$ cat src/hdl/lcabl_ram.sv
`default_nettype none
module lcabl_ram #(
  parameter int WIDTH = 8,
  parameter int DEPTH = 16
) (
  input  wire logic                     clk,
  input  wire logic                     we,
  input  wire logic [$clog2(DEPTH)-1:0] waddr,
  input  wire logic [WIDTH-1:0]         wdata,
  input  wire logic [$clog2(DEPTH)-1:0] raddr,
  output logic      [WIDTH-1:0]         rdata
);

  logic [WIDTH-1:0] mem [DEPTH];

  always_ff @(posedge clk) begin
    if (we) mem[waddr] <= wdata;
    rdata <= mem[raddr];
  end

endmodule
`default_nettype wire

$ cat config.mk
export PLATFORM = sky130hd
export DESIGN_NAME = lcabl_ram
export DESIGN_NICKNAME = d
export VERILOG_FILES = /design/src/hdl/lcabl_ram.sv
export SDC_FILE = /design/constraint.sdc
export NUM_CORES = 1
export LEC_CHECK = 0
export BUFFER_PORTS_ARGS = -buffer_cell sky130_fd_sc_hd__buf_2
export CAP_MARGIN = 20
export CORE_UTILIZATION = 27
export CTS_CLUSTER_DIAMETER = 60
export DETAILED_ROUTE_END_ITERATION = 12
export GPL_ROUTABILITY_DRIVEN = 0
export GPL_TIMING_DRIVEN = 0
export HOLD_SLACK_MARGIN = 0.08
export REMOVE_ABC_BUFFERS = 1
export SYNTH_ARGS = -nofsm -noshare
export SYNTH_HDL_FRONTEND = slang
export SYNTH_SLANG_ARGS = --single-unit
$ cat constraint.sdc
create_clock -name clk -period 2.3 [get_ports clk]
set_clock_uncertainty 0.1 [all_clocks]
set_input_delay 0.115 -clock clk [delete_from_list [all_inputs] [get_ports clk]]
set_output_delay 0.115 -clock clk [all_outputs]
set_load 0.02 [all_outputs]
; After elaboration in Yosys (flattened, before gate mapping)
; Memories as Yosys holds them, arrays and structs flattened. A register that Yosys moved wholly into a read port is not among the register bits.
; Cells that the tools add are included.
[word_totals]
ff_bits = 0
ramBits = 128
input_bits = 18
out_inout_bits = 8
word_cells = 3
memories = 1
[classes]
n_mux = 2
[mem_list]
columns = memory, words, width, rd, rd_ports_with_merged_regs, wr, line
row1 = mem, 16, 8, 1, 1, 1, 14  ; logic [WIDTH-1:0] mem [DEPTH];
[op_table]
columns = cell, count
row1 = $mux 1, 2

; Longest topological paths before layout
; Gate-level depths: netlist of run 1.
[logic_depth]
ltp_word = 2
ltp_mapped = 5
depth_no_buf = 3

; Worst setup path after synthesis of run 1
; No wires, ideal clock.
[synth_path]
kind = input port to flip-flop
startpoint = in waddr[2]
endpoint = mem mem[0][0], enable pin
setup_ns = 0.383
t_arrival_ns = 1.225
t_required_ns = 1.817
slack_ns = 0.592
stages = 2
n_path_buf = 0
cell_sequence = or3b_2 nor3_1
[synth_rtl]
columns = element, line
row1 = start: declaration, 8  ; input wire logic [$clog2(DEPTH)-1:0] waddr,
row2 = end: declaration, 14
; No word-level cell before the write port.

; Worst setup path after layout of run 1
[layout_path]
startpoint = in waddr[2]
endpoint = mem mem[0][4], enable pin
; No word-level cell before the write port.

==> flow_metrics.tcl, run 1 <==
set metrics [dict create \
    clockBufferDepth 2 \
    wl_per_cell_um 18.68 \
    switching_share_pct 19.54 \
    cts_sinks 136 \
    syn_inst 229 \
    power_frac_seq_pct 48.9 \
    grt_usage_pct 10.82 \
    cp-startpoint "waddr[2]" \
    cts.clk_slew.worst_paths_ps 60 \
    rows 50 \
    synth-seq-area-share_pct 77.78 \
    path_cells "buf_2 -> or3b_2 -> nor3_1 -> buf_4" \
    avgSynthCellArea_um2 22.48 \
    antenna_found_initial 0 \
    ios 26 \
    portBuffers 25 \
    coreArea_um2 18710 \
    reg2reg_from "mem[1][0]$_DFFE_PP_" \
    critical_path.top_delay_family "simple AND/OR/NAND/NOR gates" \
    relSlewSlack_pct 37.48 \
    synth.yosys.warnings 0 \
    critPathArrivalTime_ps 1600 \
    numCtsBuffers 17 \
    slew_violations 0 \
    yosys.area.top_type "edfxtp_1" \
    ctsResizeCount 0 \
    ys_ff_latch 136 \
    drc 0 \
    critical_path.max_stage_delay_ps 580 \
    tritoncts "done" \
    layout.nets 293 \
    die_width_um 140.1 \
    muxShareOfSynthArea_pct 15.02 \
    drive_above_1_share_pct 27.43 \
    grt_pass1_wl_um 14900 \
    htreeDepth 4 \
    start_kind "primary input" \
    p_leak_nw 2.046 \
    endpoint_kind "flip-flop" \
    synthSimpleGateAreaFrac_pct 3.184 \
    place_hpwl_um 6006 \
    finalCriticalPeriod_ps 1578 \
    crit_type "primary input to flip-flop" \
    viasPerCell 4.582 \
    layout.cells.non_filler 522 \
    wirelength_um 9751 \
    grt_pass1_vias 2541 \
    max_freq_mhz 633.7 \
    hold_start "waddr[1]" \
    critPathBufInv 2 \
    grt_start_max_net_pins 33 \
    fp.dieH_um 140.1 \
    hold_path_class "primary input to flip-flop" \
    antennaDiodeCount 0 \
    place_area_um2 5507 \
    crit_required_ps 2320 \
    rsz0062_at_grt "no" \
    start_util_pct 27.52 \
    synth_cell_types 19 \
    p_clk_share_pct 46.2 \
    vias 2392 \
    setup_violations 0 \
    internal-power_mw 4.582 \
    syn_area_um2 5147 \
    pwr-share-comb_pct 4.9 \
    clock_latency_ps 410 \
    yosys.area_share.adder_pct 0 \
    p_switching_mw 1.113 \
    ant_nets 0 \
    cp_max_fo 5 \
    power_density_nw_per_um2 919.6 \
    vdd_drop_max_uv 439.4 \
    root_buffer "clkbuf_16" \
    status "finished, final reports clean" \
    hold_violations 0 \
    grt_overflow 0 \
    ys_top_cells_by_area "edfxtp_1 (75%), mux4_2 (7.9%), mux4_1 (7.1%)" \
    synth_compound_area_share_pct 2.333 \
    place_inst 481 \
    synth-xor-area-share_pct 0 \
    die_area_um2 19620 \
    synthToLayoutAreaGrowth_pct 20.30 \
    maxCapViolations 0 \
    final_area_um2 6192 \
    synth_top_family_by_area "multiplexers" \
    worst_pin_slew_ps 934.3 \
    timing.final.crit_share_pct 68.61 \
    drt_iter0_markers 140 \
    synth_top_area_share_pct 74.67 \
    drtPass1Iterations 4 \
    cp_slowest_cell "nor3_1" \
]
## layout make-up
type / instances / area (um^2)
fillers: 1750 / 12510
flip-flops and latches: 136 / 4004
multi-input cells: 83 / 1062
clock buffers: 23 / 488.0
well taps: 234 / 292.8
repair buffers: 37 / 247.7
clock inverters: 9 / 97.59
## cells by family (layout without fill, tap and decap cells)
logic type / count (synthesis) / in the layout
multiplexers: 32 / 32
flip-flops: 136 / 136
buffers and inverters: 10 / 69
AND/OR/NAND/NOR: 35 / 35
AO/OA/AOI/OAI: 16 / 16
## Yosys cell counts
master / number
a22oi_1: 16
and2_1: 1
and2b_1: 1
buf_2: 3
buf_4: 1
buf_6: 3
clkdlybuf4s25_2: 3
dfxtp_1: 8
edfxtp_1: 128
mux4_1: 14
mux4_2: 18
nand2_1: 9
nand2b_1: 2
nand3_1: 1
nand3b_1: 2
nor2_1: 13
nor2b_1: 1
nor3_1: 4
or3b_2: 1
## timing repair
| item | in CTS | in global routing |
|---|---|---|
| setup buffers | 0 | 0 |
| endpoints found under the hold margin | 128 | 0 |
| hold buffers | 8 | 0 |
## through the flow
step / setup slack (ps) / total power [mW] / hold slack, ps / TNS, ps / util, %
after detailed placement: -9.025 / 3.103 / 419.9 / -9.025 / 29.44
after global placement: -21.46 / 3.094 / 404.5 / -134.6 / 29.29
after floorplan: 592.1 / 2.966 / 113.9 / 0 / -
after global routing: 582.8 / 5.843 / 138.2 / 0 / 33.10
final: 721.9 / 5.695 / 125.5 / 0 / 33.10
after CTS: 413.0 / 5.728 / 105.0 / 0 / 33.00
## placed cells by master, fill, tap and decap left out, drive strengths merged, types with 2 or more instances in the layout
master and count:
nand3b 2, bufinv 2, dlygate4sd3 8, nand2 9, mux4 32, clkinv 6
a22oi 16, nand2b 2, clkbuf 23, nor2 13, buf 29, dfxtp 8
edfxtp 128, nor3 4
## worst reg2reg max path, cell delays in order (launching register included)
cell,delay [ps]
edfxtp_1,350
mux4_1,520
a22oi_1,320
nand2_1,120
## registers in the layout (all words and copies together), names as in the netlist
name	cells
rdata	8
mem	128
## final timing paths
check	end	slack, ps	cells after the start
setup reg to reg	rdata[0]$_DFF_P_	770	3
hold reg to reg	rdata[5]$_DFF_P_	560	3
hold / removal	mem[0][6]$_DFFE_PP_	130	2
setup / recovery	mem[0][4]$_DFFE_PP_	720	4
## power by group through the flow
stage / Combinational [mW] / Clock [mW] / Sequential [mW]
finish: 0.277 / 2.63 / 2.79
global route: 0.300 / 2.75 / 2.79
CTS: 0.278 / 2.66 / 2.79
detailed placement: 0.266 / 0 / 2.84
global placement: 0.260 / 0 / 2.83
floorplan: 0.111 / 0 / 2.85
## metal layers
layer	vias to the layer above	track usage [%]	wire length [um]
li1	1067	-	-
met5	-	0	0
met1	1239	13.82	4402
met4	0	6.246	221
met3	17	2.769	463
met2	69	16.71	4664
No activity file was read; power rests on OpenSTA's default activity.
==> inputs of run 2 (changes only) <==
- clock period: 2.3 -> 1.5 ns (I/O delays scaled with it)
==> run 2 against run 1 <==
  * Die area unchanged
  * Critical endpoint is now rdata[2]$_DFF_P_
  * First-iteration DRC count is 16% lower
  * Final area grew 0.34%
  * Sequential share of layout area shrank 0.22 points
  * Highest routed layer unchanged
==> flow_metrics.tcl, run 2 (synthesis results as in run 1) <==
set metrics [dict create \
    status "finished, final reports clean" \
    crit_required_ps 1690 \
    worst_slack_ps 27.48 \
    regArea_um2 4004 \
    slew_violations 0 \
    grt_start_max_net_pins 33 \
    critical_path.max_stage_delay_ps 540 \
    coreArea_um2 18710 \
    grt_pass1_vias 2541 \
    rrSetupSlack_ps 30 \
    path_cells "mux4_1 -> a22oi_2 -> nand2_1" \
    largest_reg_flops 128 \
    timing.final.crit_share_pct 98.17 \
    hold_violations 0 \
    n_fill_cell 1741 \
    hold_buffers 8 \
    synthToLayoutAreaGrowth_pct 20.71 \
    drt_iter0_markers 118 \
    setup_violations 0 \
    drc 0 \
    endpoint_kind "flip-flop" \
    power_density_nw_per_um2 1406 \
    cts_setup_buffers 0 \
    layout_common_cells "edfxtp_1 (128), buf_2 (24), mux4_2 (19), clkbuf_16 (17), mux4_1 (13)" \
    cp_max_fo 1 \
    p_switching_mw 1.711 \
    numCtsBuffers 17 \
    vias 2386 \
    switching_share_pct 19.58 \
    cts.clk_slew.worst_paths_ps 60 \
    clock_latency_ps 410 \
    cts_sinks 136 \
    start_kind "flip-flop" \
    die_area_um2 19620 \
    htreeDepth 4 \
    ant_nets 0 \
    p_leak_nw 2.037 \
    fp.dieH_um 140.1 \
    vdd_drop_max_uv 763.5 \
    grt_overflow 0 \
    reg2reg_to "rdata[2]$_DFF_P_" \
    viasPerCell 4.580 \
    top_regs "mem (128), rdata (8)" \
    start_util_pct 27.52 \
    pwr-share-comb_pct 4.9 \
    met2RoutedLength_um 4565 \
    cp_slowest_cell "mux4_1" \
    crit_type "flip-flop to flip-flop" \
    relSlewSlack_pct 37.69 \
    reg2reg_from "mem[1][2]$_DFFE_PP_" \
    critPathBufInv 0 \
    routed.top_layer "met4" \
    hold_path_class "primary input to flip-flop" \
    die_width_um 140.1 \
    multi_input_area_um2 1101 \
    power_frac_seq_pct 48.9 \
    root_buffer "clkbuf_16" \
    critPathArrivalTime_ps 1670 \
    wl_per_cell_um 18.63 \
    wirelength_um 9707 \
    antennaDiodeCount 0 \
    finalCriticalPeriod_ps 1473 \
    m1WireLength_um 4368 \
    rows 50 \
    reg2reg_depth 3 \
    clockBufferDepth 2 \
    total_power_mw 8.737 \
    max_freq_mhz 679.1 \
    portBuffers 25 \
    wl_met3_um 550 \
    layout.nets 292 \
    tritoncts "done" \
    grt_pass1_wl_um 14900 \
    hold_start "waddr[1]" \
    rsz0062_at_grt "yes" \
    maxCapViolations 0 \
    critical_path.top_delay_family "multiplexers" \
    grt_usage_pct 10.81 \
    place_ws_ps -769.0 \
    drtPass1Iterations 4 \
    whs_path_depth 2 \
    internal-power_mw 7.026 \
    antenna_found_initial 0 \
    top_register "mem" \
    min_to "mem[0][6]$_DFFE_PP_" \
    place_hpwl_um 6006 \
    worst_pin_slew_ps 931.3 \
    p_clk_share_pct 46.2 \
    drive_above_1_share_pct 30.66 \
    layout_commonest_cell "edfxtp_1" \
    ios 26 \
]
run 2: final cells by class:
class,instances,share of cell area (%)
Sequential cell,136,64.44
Multi-Input combinational cell,83,17.72
Clock buffer,23,7.853
Tap cell,234,4.712
Timing Repair Buffer,36,3.705
Clock inverter,9,1.571
run 2: worst max-delay path by stage:
stage	startpoint	to	slack (ps)	depth (start not counted)
floorplan	waddr[2]	mem[0][0]$_DFFE_PP_	-170	2
global placement	raddr[0]	rdata[1]$_DFF_P_	-780	4
detailed placement	raddr[0]	rdata[1]$_DFF_P_	-770	4
CTS	waddr[2]	mem[1][7]$_DFFE_PP_	10	3
global route	waddr[2]	mem[2][5]$_DFFE_PP_	-40	3
finish	mem[1][2]$_DFFE_PP_	rdata[2]$_DFF_P_	30	3
run 2: worst register-to-register path: stages (launching register included):
cell      delay, ps
edfxtp_1        350
mux4_1          540
a22oi_2         270
nand2_1          90
run 2: power groups by stage:
stage,clock network [mW],registers (mW),logic (mW)
detailed placement,0,4.35,0.407
global placement,0,4.35,0.399
global route,4.22,4.28,0.468
CTS,4.08,4.27,0.433
floorplan,0,4.38,0.170
finish,4.03,4.27,0.432
run 2: per-layer routing:
layer  global-route usage (%)  vias up
li1                         -     1066
met1                    13.80     1219
met2                    16.71       84
met3                    2.769       17
met4                    6.246        0
met5                        0        -
run 2: stage by stage:
step | cells | setup TNS (ps) | util [%] | hold slack, ps | area (um^2)
global placement | 478 | -42960 | 29.29 | 364.5 | 5479
finish | 521 | 0 | 33.22 | 30.23 | 6213
detailed placement | 481 | -32650 | 29.44 | 379.9 | 5507
CTS | 521 | 0 | 33.12 | 13.45 | 6195
global route | 521 | -432.7 | 33.22 | 46.09 | 6213
floorplan | 219 | -1343 | - | 73.87 | 5061
run 2: timing repair:
item                                   4_1_cts  5_1_grt
endpoints found under the hold margin      137        4
pin swaps                                    0        1
gates resized for setup                      5        6
setup endpoints to repair                   12       29
