<file path="src/hdl/lcabl_pkg.sv">
`default_nettype none
package lcabl_pkg;

  localparam int MAX_NODES = 1024;
  localparam int LEVELS    = 11;

  localparam int NODE_W = $clog2(MAX_NODES);
  localparam int CNT_W  = 11;
  localparam int LVL_W  = $clog2(LEVELS);
  localparam int JT_W   = NODE_W + 1;
  localparam int JT_AW  = NODE_W + LVL_W;
  localparam int JT_D   = 1 << JT_AW;
  localparam int HW     = (LEVELS > NODE_W) ? LEVELS + 1 : NODE_W + 1;

  localparam logic [1:0] ACT_LOAD  = 2'd0;
  localparam logic [1:0] ACT_BUILD = 2'd1;
  localparam logic [1:0] ACT_QUERY = 2'd2;

  // table entry: top bit marks a jump past the root
  localparam logic [JT_W-1:0] NO_NODE = {1'b1, {NODE_W{1'b0}}};

  typedef struct packed {
    logic              valid;
    logic [NODE_W-1:0] ancestor;
    logic              bad;
  } res_t;

  function automatic logic [JT_W-1:0] hop(input logic [JT_W-1:0] entry,
                                          input logic [LVL_W-1:0] lvl,
                                          input logic [NODE_W-1:0] v,
                                          input logic [CNT_W-1:0] n);
    logic [JT_W-1:0] r;
    r = entry;
    if (lvl == '0) begin
      if (v == '0) r = '0;
      else if (CNT_W'(entry[NODE_W-1:0]) < n) r = {1'b0, entry[NODE_W-1:0]};
      else r = NO_NODE;
    end
    return r;
  endfunction

endpackage
`default_nettype wire

</file>
<file path="src/hdl/lcabl_engine.sv">
`default_nettype none
module lcabl_engine
  import lcabl_pkg::*;
(
  input  wire logic              clk,
  input  wire logic              rst_n,
  input  wire logic              cmd_valid,
  output logic                   cmd_ready,
  input  wire logic [1:0]        cmd_action,
  input  wire logic [NODE_W-1:0] cmd_node,
  input  wire logic [NODE_W-1:0] cmd_other,
  input  wire logic              cfg_clr,
  input  wire logic [CNT_W-1:0]  nuse,
  output logic                   jt_we,
  output logic [JT_AW-1:0]       jt_waddr,
  output logic [JT_W-1:0]        jt_wdata,
  output logic [JT_AW-1:0]       jt_raddr,
  input  wire logic [JT_W-1:0]   jt_rdata,
  output logic                   dp_we,
  output logic [NODE_W-1:0]      dp_waddr,
  output logic [NODE_W-1:0]      dp_wdata,
  output logic [NODE_W-1:0]      dp_raddr,
  input  wire logic [NODE_W-1:0] dp_rdata,
  output res_t                   res,
  input  wire logic              res_ready
);

  localparam logic [4:0] S_IDLE = 5'd0;
  localparam logic [4:0] S_BRD  = 5'd1;
  localparam logic [4:0] S_BX   = 5'd2;
  localparam logic [4:0] S_BY   = 5'd3;
  localparam logic [4:0] S_DRD  = 5'd4;
  localparam logic [4:0] S_DCHK = 5'd5;
  localparam logic [4:0] S_QDA  = 5'd6;
  localparam logic [4:0] S_QDB  = 5'd7;
  localparam logic [4:0] S_QL1  = 5'd8;
  localparam logic [4:0] S_QL2  = 5'd9;
  localparam logic [4:0] S_QEQ  = 5'd10;
  localparam logic [4:0] S_QJA  = 5'd11;
  localparam logic [4:0] S_QJB  = 5'd12;
  localparam logic [4:0] S_QJC  = 5'd13;
  localparam logic [4:0] S_QP   = 5'd14;
  localparam logic [4:0] S_QPF  = 5'd15;
  localparam logic [4:0] S_DONE = 5'd16;

  localparam logic [LVL_W-1:0] LVL_TOP  = LVL_W'(LEVELS - 1);
  localparam logic [LVL_W-1:0] LVL_LAST = LVL_W'(LEVELS - 2);
  localparam logic [HW-1:0]    DSAT     = HW'(MAX_NODES - 1);

  logic [4:0]        state_r, state_nxt;
  logic              built_r, built_nxt;
  logic [LVL_W-1:0]  lvl_r, lvl_nxt;
  logic [NODE_W-1:0] v_r, v_nxt;
  logic [NODE_W-1:0] a_r, a_nxt;
  logic [NODE_W-1:0] b_r, b_nxt;
  logic [JT_W-1:0]   ja_r, ja_nxt;
  logic [NODE_W-1:0] da_r, da_nxt;
  logic [HW-1:0]     h_r, h_nxt;
  logic [HW-1:0]     d_r, d_nxt;
  logic [NODE_W-1:0] anc_r, anc_nxt;
  logic              bad_r, bad_nxt;

  logic [JT_W-1:0]   hx;
  logic [HW-1:0]     pow;
  logic              v_last;

  assign cmd_ready    = (state_r == S_IDLE);
  assign res.valid    = (state_r == S_DONE);
  assign res.ancestor = anc_r;
  assign res.bad      = bad_r;
  assign pow          = HW'(1) << lvl_r;
  assign v_last       = (CNT_W'(v_r) + CNT_W'(1)) == nuse;

  always_comb begin
    state_nxt = state_r;
    built_nxt = built_r;
    lvl_nxt   = lvl_r;
    v_nxt     = v_r;
    a_nxt     = a_r;
    b_nxt     = b_r;
    ja_nxt    = ja_r;
    da_nxt    = da_r;
    h_nxt     = h_r;
    d_nxt     = d_r;
    anc_nxt   = anc_r;
    bad_nxt   = bad_r;
    jt_we     = 1'b0;
    jt_waddr  = {v_r, lvl_r + LVL_W'(1)};
    jt_wdata  = NO_NODE;
    jt_raddr  = {a_r, lvl_r};
    dp_we     = 1'b0;
    dp_waddr  = v_r;
    dp_wdata  = (d_r > DSAT) ? NODE_W'(MAX_NODES - 1) : d_r[NODE_W-1:0];
    dp_raddr  = a_r;
    hx        = hop(jt_rdata, lvl_r, a_r, nuse);

    case (state_r)
      S_IDLE: begin
        if (cmd_valid) begin
          case (cmd_action)
            ACT_LOAD: begin
              jt_we     = 1'b1;
              jt_waddr  = {cmd_node, LVL_W'(0)};
              jt_wdata  = {1'b0, cmd_other};
              built_nxt = 1'b0;
            end
            ACT_BUILD: begin
              lvl_nxt   = '0;
              v_nxt     = '0;
              state_nxt = S_BRD;
            end
            ACT_QUERY: begin
              a_nxt = cmd_node;
              b_nxt = cmd_other;
              if (!built_r || CNT_W'(cmd_node) >= nuse || CNT_W'(cmd_other) >= nuse) begin
                anc_nxt   = '0;
                bad_nxt   = 1'b1;
                state_nxt = S_DONE;
              end else begin
                dp_raddr  = cmd_node;
                bad_nxt   = 1'b0;
                state_nxt = S_QDA;
              end
            end
            default: ;
          endcase
        end
      end

      // entry(v,i+1) = hop(hop(v,i),i); none via root
      S_BRD: begin
        jt_raddr  = {v_r, lvl_r};
        state_nxt = S_BX;
      end
      S_BX, S_BY: begin
        hx = hop(jt_rdata, lvl_r, (state_r == S_BX) ? v_r : a_r, nuse);
        if (state_r == S_BX && !hx[NODE_W] && hx[NODE_W-1:0] != '0) begin
          a_nxt     = hx[NODE_W-1:0];
          jt_raddr  = {hx[NODE_W-1:0], lvl_r};
          state_nxt = S_BY;
        end else begin
          jt_we    = 1'b1;
          jt_wdata = (state_r == S_BX) ? NO_NODE : hx;
          if (v_last) begin
            v_nxt = '0;
            if (lvl_r == LVL_LAST) begin
              a_nxt     = '0;
              d_nxt     = '0;
              lvl_nxt   = LVL_TOP;
              state_nxt = S_DRD;
            end else begin
              lvl_nxt   = lvl_r + LVL_W'(1);
              state_nxt = S_BRD;
            end
          end else begin
            v_nxt     = v_r + NODE_W'(1);
            state_nxt = S_BRD;
          end
        end
      end

      // depth: greedy climb from the top level down
      S_DRD, S_DCHK: begin
        logic fin;
        fin = 1'b0;
        if (state_r == S_DRD) begin
          if (a_r == '0) fin = 1'b1;
          else state_nxt = S_DCHK;
        end else begin
          if (!hx[NODE_W]) begin
            a_nxt = hx[NODE_W-1:0];
            d_nxt = d_r + pow;
            dp_wdata = ((d_r + pow) > DSAT) ? NODE_W'(MAX_NODES - 1)
                                            : NODE_W'(d_r + pow);
          end
          if (lvl_r == '0) fin = 1'b1;
          else begin
            lvl_nxt   = lvl_r - LVL_W'(1);
            state_nxt = S_DRD;
          end
        end
        if (fin) begin
          dp_we   = 1'b1;
          lvl_nxt = LVL_TOP;
          d_nxt   = '0;
          if (v_last) begin
            built_nxt = 1'b1;
            state_nxt = S_IDLE;
          end else begin
            v_nxt     = v_r + NODE_W'(1);
            a_nxt     = v_r + NODE_W'(1);
            state_nxt = S_DRD;
          end
        end
      end

      S_QDA: begin
        da_nxt    = dp_rdata;
        dp_raddr  = b_r;
        state_nxt = S_QDB;
      end
      S_QDB: begin
        if (da_r < dp_rdata) begin
          a_nxt = b_r;
          b_nxt = a_r;
          h_nxt = HW'(dp_rdata - da_r);
        end else begin
          h_nxt = HW'(da_r - dp_rdata);
        end
        lvl_nxt   = LVL_TOP;
        state_nxt = S_QL1;
      end
      S_QL1: begin
        if (pow <= h_r) begin
          h_nxt     = h_r - pow;
          state_nxt = S_QL2;
        end else if (lvl_r == '0) begin
          state_nxt = S_QEQ;
        end else begin
          lvl_nxt = lvl_r - LVL_W'(1);
        end
      end
      S_QL2: begin
        if (!hx[NODE_W]) a_nxt = hx[NODE_W-1:0];
        if (lvl_r == '0) state_nxt = S_QEQ;
        else begin
          lvl_nxt   = lvl_r - LVL_W'(1);
          state_nxt = S_QL1;
        end
      end
      S_QEQ: begin
        if (a_r == b_r) begin
          anc_nxt   = a_r;
          state_nxt = S_DONE;
        end else begin
          lvl_nxt   = LVL_TOP;
          state_nxt = S_QJA;
        end
      end
      S_QJA: state_nxt = S_QJB;
      S_QJB: begin
        ja_nxt    = hx;
        jt_raddr  = {b_r, lvl_r};
        state_nxt = S_QJC;
      end
      S_QJC: begin
        hx = hop(jt_rdata, lvl_r, b_r, nuse);
        if (ja_r != hx && !ja_r[NODE_W] && !hx[NODE_W]) begin
          a_nxt = ja_r[NODE_W-1:0];
          b_nxt = hx[NODE_W-1:0];
        end
        if (lvl_r == '0) state_nxt = S_QP;
        else begin
          lvl_nxt   = lvl_r - LVL_W'(1);
          state_nxt = S_QJA;
        end
      end
      S_QP: state_nxt = S_QPF;
      S_QPF: begin
        anc_nxt   = hx[NODE_W] ? '0 : hx[NODE_W-1:0];
        state_nxt = S_DONE;
      end
      S_DONE: begin
        if (res_ready) state_nxt = S_IDLE;
      end
      default: state_nxt = S_IDLE;
    endcase

    if (cfg_clr) built_nxt = 1'b0;
  end

  always_ff @(posedge clk) begin
    if (!rst_n) begin
      state_r <= S_IDLE;
      built_r <= 1'b0;
    end else begin
      state_r <= state_nxt;
      built_r <= built_nxt;
    end
    lvl_r <= lvl_nxt;
    v_r   <= v_nxt;
    a_r   <= a_nxt;
    b_r   <= b_nxt;
    ja_r  <= ja_nxt;
    da_r  <= da_nxt;
    h_r   <= h_nxt;
    d_r   <= d_nxt;
    anc_r <= anc_nxt;
    bad_r <= bad_nxt;
  end

endmodule
`default_nettype wire

</file>
<file path="config.mk">
export PLATFORM = sky130hd
export DESIGN_NAME = lcabl_engine
export DESIGN_NICKNAME = d
export VERILOG_FILES = /design/src/hdl/lcabl_pkg.sv /design/src/hdl/lcabl_engine.sv
export SDC_FILE = /design/constraint.sdc
export NUM_CORES = 1
export LEC_CHECK = 0
export BUFFER_PORTS_ARGS = -buffer_cell sky130_fd_sc_hd__buf_2
export CAP_MARGIN = 20
export CORE_MARGIN = 1.5
export CORE_UTILIZATION = 40
export CTS_CLUSTER_SIZE = 16
export DETAILED_ROUTE_END_ITERATION = 10
export PLACE_DENSITY = 0.57
export SLEW_MARGIN = 20
export SYNTH_ARGS = -nofsm -noshare
export SYNTH_HDL_FRONTEND = slang
export SYNTH_SLANG_ARGS = --single-unit
</file>
<file path="constraint.sdc">
create_clock -name clk -period 4.3 [get_ports clk]
set_input_delay 0 -clock clk [delete_from_list [all_inputs] [get_ports clk]]
set_output_delay 0 -clock clk [all_outputs]
set_load 0.05 [all_outputs]
</file>
### Word-level counts from Yosys, hierarchy flattened

Index checks and enable logic that the tools add are counted.
W data, S select, Z words.

| storage, ports and cells | value |
|---|---|
| output and inout port bits | 84 |
| logic and storage cells | 230 |
| bits in registers | 96 |
| input bits | 59 |

| cells by class | value |
|---|---|
| mux-type cells | 114 |
| $add $sub $neg | 8 |
| $lt $le $gt $ge | 7 |
| bitwise operators | 1 |
| reductions and logical operators | 39 |
| equality and inequality tests | 48 |
| shift operators | 1 |

Operators by type and width:

| kind | number |
|---|---|
| $mux W10 | 35 |
| $mux W11 | 13 |
| $mux W12 | 8 |
| $pmux W10 S3 | 3 |
| $pmux W5 S15 | 1 |
| $mux W5 | 12 |
| $pmux W10 S6 | 1 |
| $mux W14 | 4 |
| $pmux W12 S2 | 2 |
| $pmux W14 S3 | 1 |
| $eq A5 B4 Y1 const B | 8 |
| $mux W4 | 10 |
| $logic_not A10 Y1 | 3 |
| $pmux W4 S7 | 1 |
| $ne A2 B2 Y1 const B | 13 |
| $gt A12 B10 Y1 const B | 2 |
| $ge A10 B11 Y1 | 2 |
| $pmux W11 S2 | 1 |
| $sub A10 B10 Y11 | 2 |
| $eq A5 B3 Y1 const B | 4 |
| $pmux W10 S2 | 1 |
| $reduce_and A6 Y1 | 3 |
| $ne A3 B3 Y1 const B | 5 |
| $reduce_and A5 Y1 | 3 |
| 44 further kinds | 80 |

### Longest topological paths before layout

| logic depth | value |
|---|---|
| word-level depth | 11 |
| depth in mapped cells | 15 |
| mapped depth without buffers | 14 |

### Worst setup path before layout

No wires, ideal clock.

| timing | value |
|---|---|
| path kind | flip-flop to output port |
| start point | register lvl_r[0] |
| end point | output port dp_wdata[0] |
| slack | 0.489 ns |
| path buffers | 1 |
| data arrival time | 3.811 ns |
| stages on the path, launching flop included | 16 |
| required time | 4.300 ns |
| cell sequence | edfxtp_1 > inv_1 > ha_1 > nand2_1 > inv_1 > buf_1 > ha_1 > fa_1 > a21o_1 > nand4_1 > nand4_1 > o311ai_0 > o21ai_0 > xnor2_1 > nand4_1 > o22a_1 |

| on the way | value |
|---|---|
| word-level cells in the longest chain between the ends | 7 |

RTL lines:

| what | RTL line | RTL |
|---|---|---|
| start: declaration | lcabl_engine.sv:52 | `logic [LVL_W-1:0] lvl_r, lvl_nxt;` |
| start signal: assignment | lcabl_engine.sv:280 | `lvl_r <= lvl_nxt;` |
| $shl A1 B4 Y12 | lcabl_engine.sv:71 | `assign pow = HW'(1) << lvl_r;` |
| $add A12 B12 Y12 | lcabl_engine.sv:174 | `: NODE_W'(d_r + pow);` |
| $gt A12 B10 Y1 | lcabl_engine.sv:173 | `dp_wdata = ((d_r + pow) > DSAT) ? NODE_W'(MAX_NODES - 1)` |
| $mux W10 | lcabl_engine.sv:173 |  |
| $mux W10 (*) | lcabl_engine.sv:170 | `if (!hx[NODE_W]) begin` |
| $mux W10 (*) | lcabl_engine.sv:166 | `if (state_r == S_DRD) begin` |
| $mux W10 (*) | lcabl_engine.sv:97 | `case (state_r)` |
| end: declaration | lcabl_engine.sv:21 | `output logic [NODE_W-1:0] dp_wdata,` |

Mark *: on every way between the ends. The rest lies on a longest branch, timed or not.

### Final worst setup path

| timing | value |
|---|---|
| start point | register lvl_r[1] |
| end point | output port dp_wdata[9] |

Same word-level chain as after synthesis.

==> impl_results.html <==
<table>
<tr><th>Metric</th><th>Value</th></tr>
<tr><th colspan="2">Synth</th></tr>
<tr><td>Total of flip-flops plus latches after synthesis</td><td>96</td></tr>
<tr><td>Number of enable flip-flop cells after synthesis</td><td>90</td></tr>
<tr><td>Register area share after synthesis</td><td>29.3%</td></tr>
<tr><td>Post-Synthesis Net Count</td><td>1253</td></tr>
<tr><td>Number of warnings reported in the yosys synthesis log</td><td>0</td></tr>
<tr><td>Mean cell area of the mapped netlist</td><td>8.67 um2</td></tr>
<tr><td>Area of the mapped netlist</td><td>9620 um2</td></tr>
<tr><td>Fraction of synthesis flops using an asynchronous set or reset pin</td><td>0%</td></tr>
<tr><td>Yosys cell types</td><td>81</td></tr>
<tr><td>Dominant synthesized flop cell</td><td>edfxtp_1</td></tr>
<tr><td>Instance count of the mapped netlist</td><td>1110</td></tr>
<tr><th colspan="2">GRT</th></tr>
<tr><td>Via count of the first global-routing pass</td><td>8607</td></tr>
<tr><td>Largest net degree at the start of global routing</td><td>25</td></tr>
<tr><td>GRT Resource Usage Total</td><td>27.5%</td></tr>
<tr><td>Global route total overflow</td><td>0</td></tr>
<tr><td>Wire length of the first global-routing pass</td><td>51.4 mm</td></tr>
<tr><td>Number of antenna violations at the first check in global routing</td><td>0</td></tr>
<tr><th colspan="2">Floorplanning</th></tr>
<tr><td>Die Wd</td><td>158 um</td></tr>
<tr><td>Placeable Area</td><td>23500 um2</td></tr>
<tr><td>Row count</td><td>56</td></tr>
<tr><td>I/O Pins</td><td>143</td></tr>
<tr><td>Die footprint</td><td>25000 um2</td></tr>
<tr><td>Starting density of the core</td><td>40.9%</td></tr>
<tr><td>Die height</td><td>158 um</td></tr>
<tr><th colspan="2">Timing</th></tr>
<tr><td>Final Hold Fails</td><td>0</td></tr>
<tr><td>Top achievable clock speed</td><td>261 MHz</td></tr>
<tr><td>Final cycle utilization of the critical path</td><td>88.9%</td></tr>
<tr><td>Unrepaired setup endpoints after global routing</td><td>no</td></tr>
<tr><td>Actual slew at the worst max-slew pin</td><td>899 ps</td></tr>
<tr><td>Worst rel slew slack</td><td>39.9%</td></tr>
<tr><td>Min Tclk post-route</td><td>3820 ps</td></tr>
<tr><td>Final-report setup violation count</td><td>0</td></tr>
<tr><td>Max Transition Viols Final</td><td>0</td></tr>
<tr><td>Final worst clock skew</td><td>14.6 ps</td></tr>
<tr><td>Summed negative setup slack over all endpoints</td><td>0 ps</td></tr>
<tr><th colspan="2">Power and ir drop</th></tr>
<tr><td>Total power after layout</td><td>4.86 mW</td></tr>
<tr><td>Static Leakage</td><td>4.67 nW</td></tr>
<tr><td>Pwr/cell area</td><td>433 nW/um2</td></tr>
<tr><td>Peak VDD IR</td><td>0.000381 V</td></tr>
<tr><th colspan="2">CTS</th></tr>
<tr><td>Longest Clk Path Bufs</td><td>2</td></tr>
<tr><td>Library cell used as clock root buffer</td><td>clkbuf_16</td></tr>
<tr><td>CTS H-Tree Depth</td><td>3</td></tr>
<tr><td>Number of cells upsized or downsized after cts</td><td>0</td></tr>
<tr><td>Clock transition at the registers of the reported paths</td><td>80 ps</td></tr>
<tr><td>Worst skew pair latency</td><td>370 ps</td></tr>
<tr><td>Num CTS Buffers</td><td>9</td></tr>
<tr><td>Clock tree sinks</td><td>96</td></tr>
<tr><td>CTS tree</td><td>yes</td></tr>
<tr><th colspan="2">Drt</th></tr>
<tr><td>Vias after detailed routing</td><td>9452</td></tr>
<tr><td>Final WL</td><td>34.5 mm</td></tr>
<tr><td>Count of antenna-violating nets left after detailed routing</td><td>0</td></tr>
<tr><td>DRT Pass-1 Iters</td><td>11</td></tr>
<tr><td>Detailed-route wire length per cell</td><td>21.9 um</td></tr>
<tr><td>Iter 0 DRT Violations</td><td>1220</td></tr>
<tr><td>Remaining DRCs</td><td>2</td></tr>
<tr><td>Vias per std cell</td><td>6.00</td></tr>
<tr><th colspan="2">Outcome</th></tr>
<tr><td>Outcome</td><td>finished with violations</td></tr>
<tr><td>Violations in the final reports</td><td>design-rule violations</td></tr>
<tr><th colspan="2">Critical path</th></tr>
<tr><td>CP Class</td><td>reg2out</td></tr>
<tr><td>Startpoint types</td><td>register</td></tr>
<tr><td>Register-to-Register Path Depth</td><td>9</td></tr>
<tr><td>Critical Path End Type</td><td>primary output</td></tr>
<tr><td>Critical path arrival</td><td>3820 ps</td></tr>
<tr><td>Critical-path maximum fanout</td><td>10</td></tr>
<tr><td>CP Data Required Time</td><td>4300 ps</td></tr>
<tr><th colspan="2">Finish</th></tr>
<tr><td>NumNets Final</td><td>1394</td></tr>
<tr><td>Area grow syn2layout</td><td>16.7%</td></tr>
<tr><td>Proportion of layout cells with a drive suffix above 1</td><td>20.1%</td></tr>
<tr><td>Final cell count without fillers</td><td>1576</td></tr>
<tr><th colspan="2">Place</th></tr>
<tr><td>Cell Count Post-Placement</td><td>1540</td></tr>
<tr><td>Placer congestion estimate</td><td>0.959</td></tr>
<tr><td>DP HPWL</td><td>26.3 mm</td></tr>
<tr><td>Port buffer count</td><td>142</td></tr>
<tr><th colspan="2">Hold path</th></tr>
<tr><td>Hold Crit Depth</td><td>3</td></tr>
<tr><td>Min-delay worst type</td><td>in2reg</td></tr>
<tr><th colspan="2">Flow run</th></tr>
<tr><td>Count of max-cap constraint violations</td><td>0</td></tr>
</table>
-- cell usage in the layout, fill, tap and decap left out, types with 26 or more instances in the layout --
cell / synthesis / final
inv_1: 74 / 74
buf_4: 5 / 45
xnor2_1: 39 / 39
a21oi_1: 57 / 57
nor2_1: 67 / 67
a22o_1: 31 / 31
ha_1: 80 / 80
nor2b_1: 31 / 31
buf_2: 15 / 142
o21ai_0: 53 / 53
nand2_1: 96 / 96
nor3_1: 32 / 29
edfxtp_1: 90 / 90
and2_1: 26 / 26
-- routing by layer --
metal	share of wire (%)	track usage, %	up-vias
li1	-	-	4412
met1	45	40.7	4491
met2	43	40.2	486
met3	9.9	5.34	63
met4	2.2	7.83	0
met5	0	0	-
-- cell type report --
cell class                 instances  area [um2]
timing repair buffer             205        1230
inverter                          74         278
antenna                            1        2.50
tap                              319         399
fill                            2354       12300
multi-input combinational        865        6220
clock inverter                     7        55.1
sequential                        96        2820
clock buffer                       9         225
-- state kept, by name, indices dropped and copies added, names as in the netlist --
signal and count:
a_r 10, lvl_r 4, d_r 12, anc_r 10, dp_waddr 10, ja_r 11, state_r 5, da_r 10
h_r 12, bad_r 1, b_r 10, built_r 1
-- worst max-delay path: stages, from the launching register on --
cell       delay, ps
edfxtp_1         470
inv_1            170
ha_1             220
nand2_1           90
inv_1            150
ha_1             270
a211oi_1         270
o21ai_0          190
a2111oi_0        390
nor2_1           130
a31oi_1          220
xnor2_1          170
nand4_1          110
buf_4            190
o22a_1           200
buf_2            210
-- repair_timing --
item,in CTS,in global routing
hold endpoints to repair,16,0
buffers inserted,0,1
setup endpoints to repair,0,10
hold buffers,17,0
-- synth_stat cells, types with 25 or more instances --
library cell / instances / area, um2
a21o_1: 25 / 188
a21oi_1: 57 / 285
a22o_1: 31 / 272
and2_1: 26 / 163
clkbuf_1: 45 / 169
edfxtp_1: 90 / 2700
ha_1: 80 / 1000
inv_1: 74 / 278
nand2_1: 96 / 360
nor2_1: 67 / 251
nor2b_1: 31 / 194
nor3_1: 32 / 160
o21ai_0: 53 / 265
xnor2_1: 39 / 342
-- power by group --
part / switching (mW) / internal (mW)
clock network: 0.416 / 0.400
logic: 1.86 / 0.759
registers: 0.177 / 1.25
total: 2.46 / 2.40
-- through the flow --
step / hold WS (ps) / setup WS, ps / area (um2) / util [%]
floorplan: 76.7 / 489 / 9620 / -
global placement: 180 / 671 / 10800 / 45.7
finish: 13.9 / 475 / 11200 / 47.7
detailed placement: 181 / 562 / 10800 / 45.7
global route: 22.2 / 122 / 11200 / 47.7
CTS: 3.46 / 213 / 11200 / 47.6
-- kinds of logic (layout without fill, tap and decap cells) --
family / after synthesis / in the layout / synth area share [%]
adders and majority gates: 84 / 84 / 11.2
buffers and inverters: 149 / 295 / 6.36
other: 0 / 1 / 0
and+or+nand+nor: 379 / 379 / 20.9
muxes: 26 / 26 / 2.86
xor gates and xnor gates: 62 / 62 / 5.79
DFF: 96 / 96 / 29.3
AOI/OAI and AO/OA: 314 / 314 / 23.5
-- final timing paths --
path	slack, ps	to	start
max	480	dp_wdata[9]	lvl_r[1]$_DFFE_PP_
min	10	b_r[6]$_DFFE_PP_	cmd_other[6]
max reg2reg	560	d_r[9]$_SDFFCE_PN0P_	dp_waddr[0]$_DFFE_PP_
min reg2reg	750	b_r[3]$_DFFE_PP_	a_r[3]$_DFFE_PP_
Power figures use the tool's default switching activity.
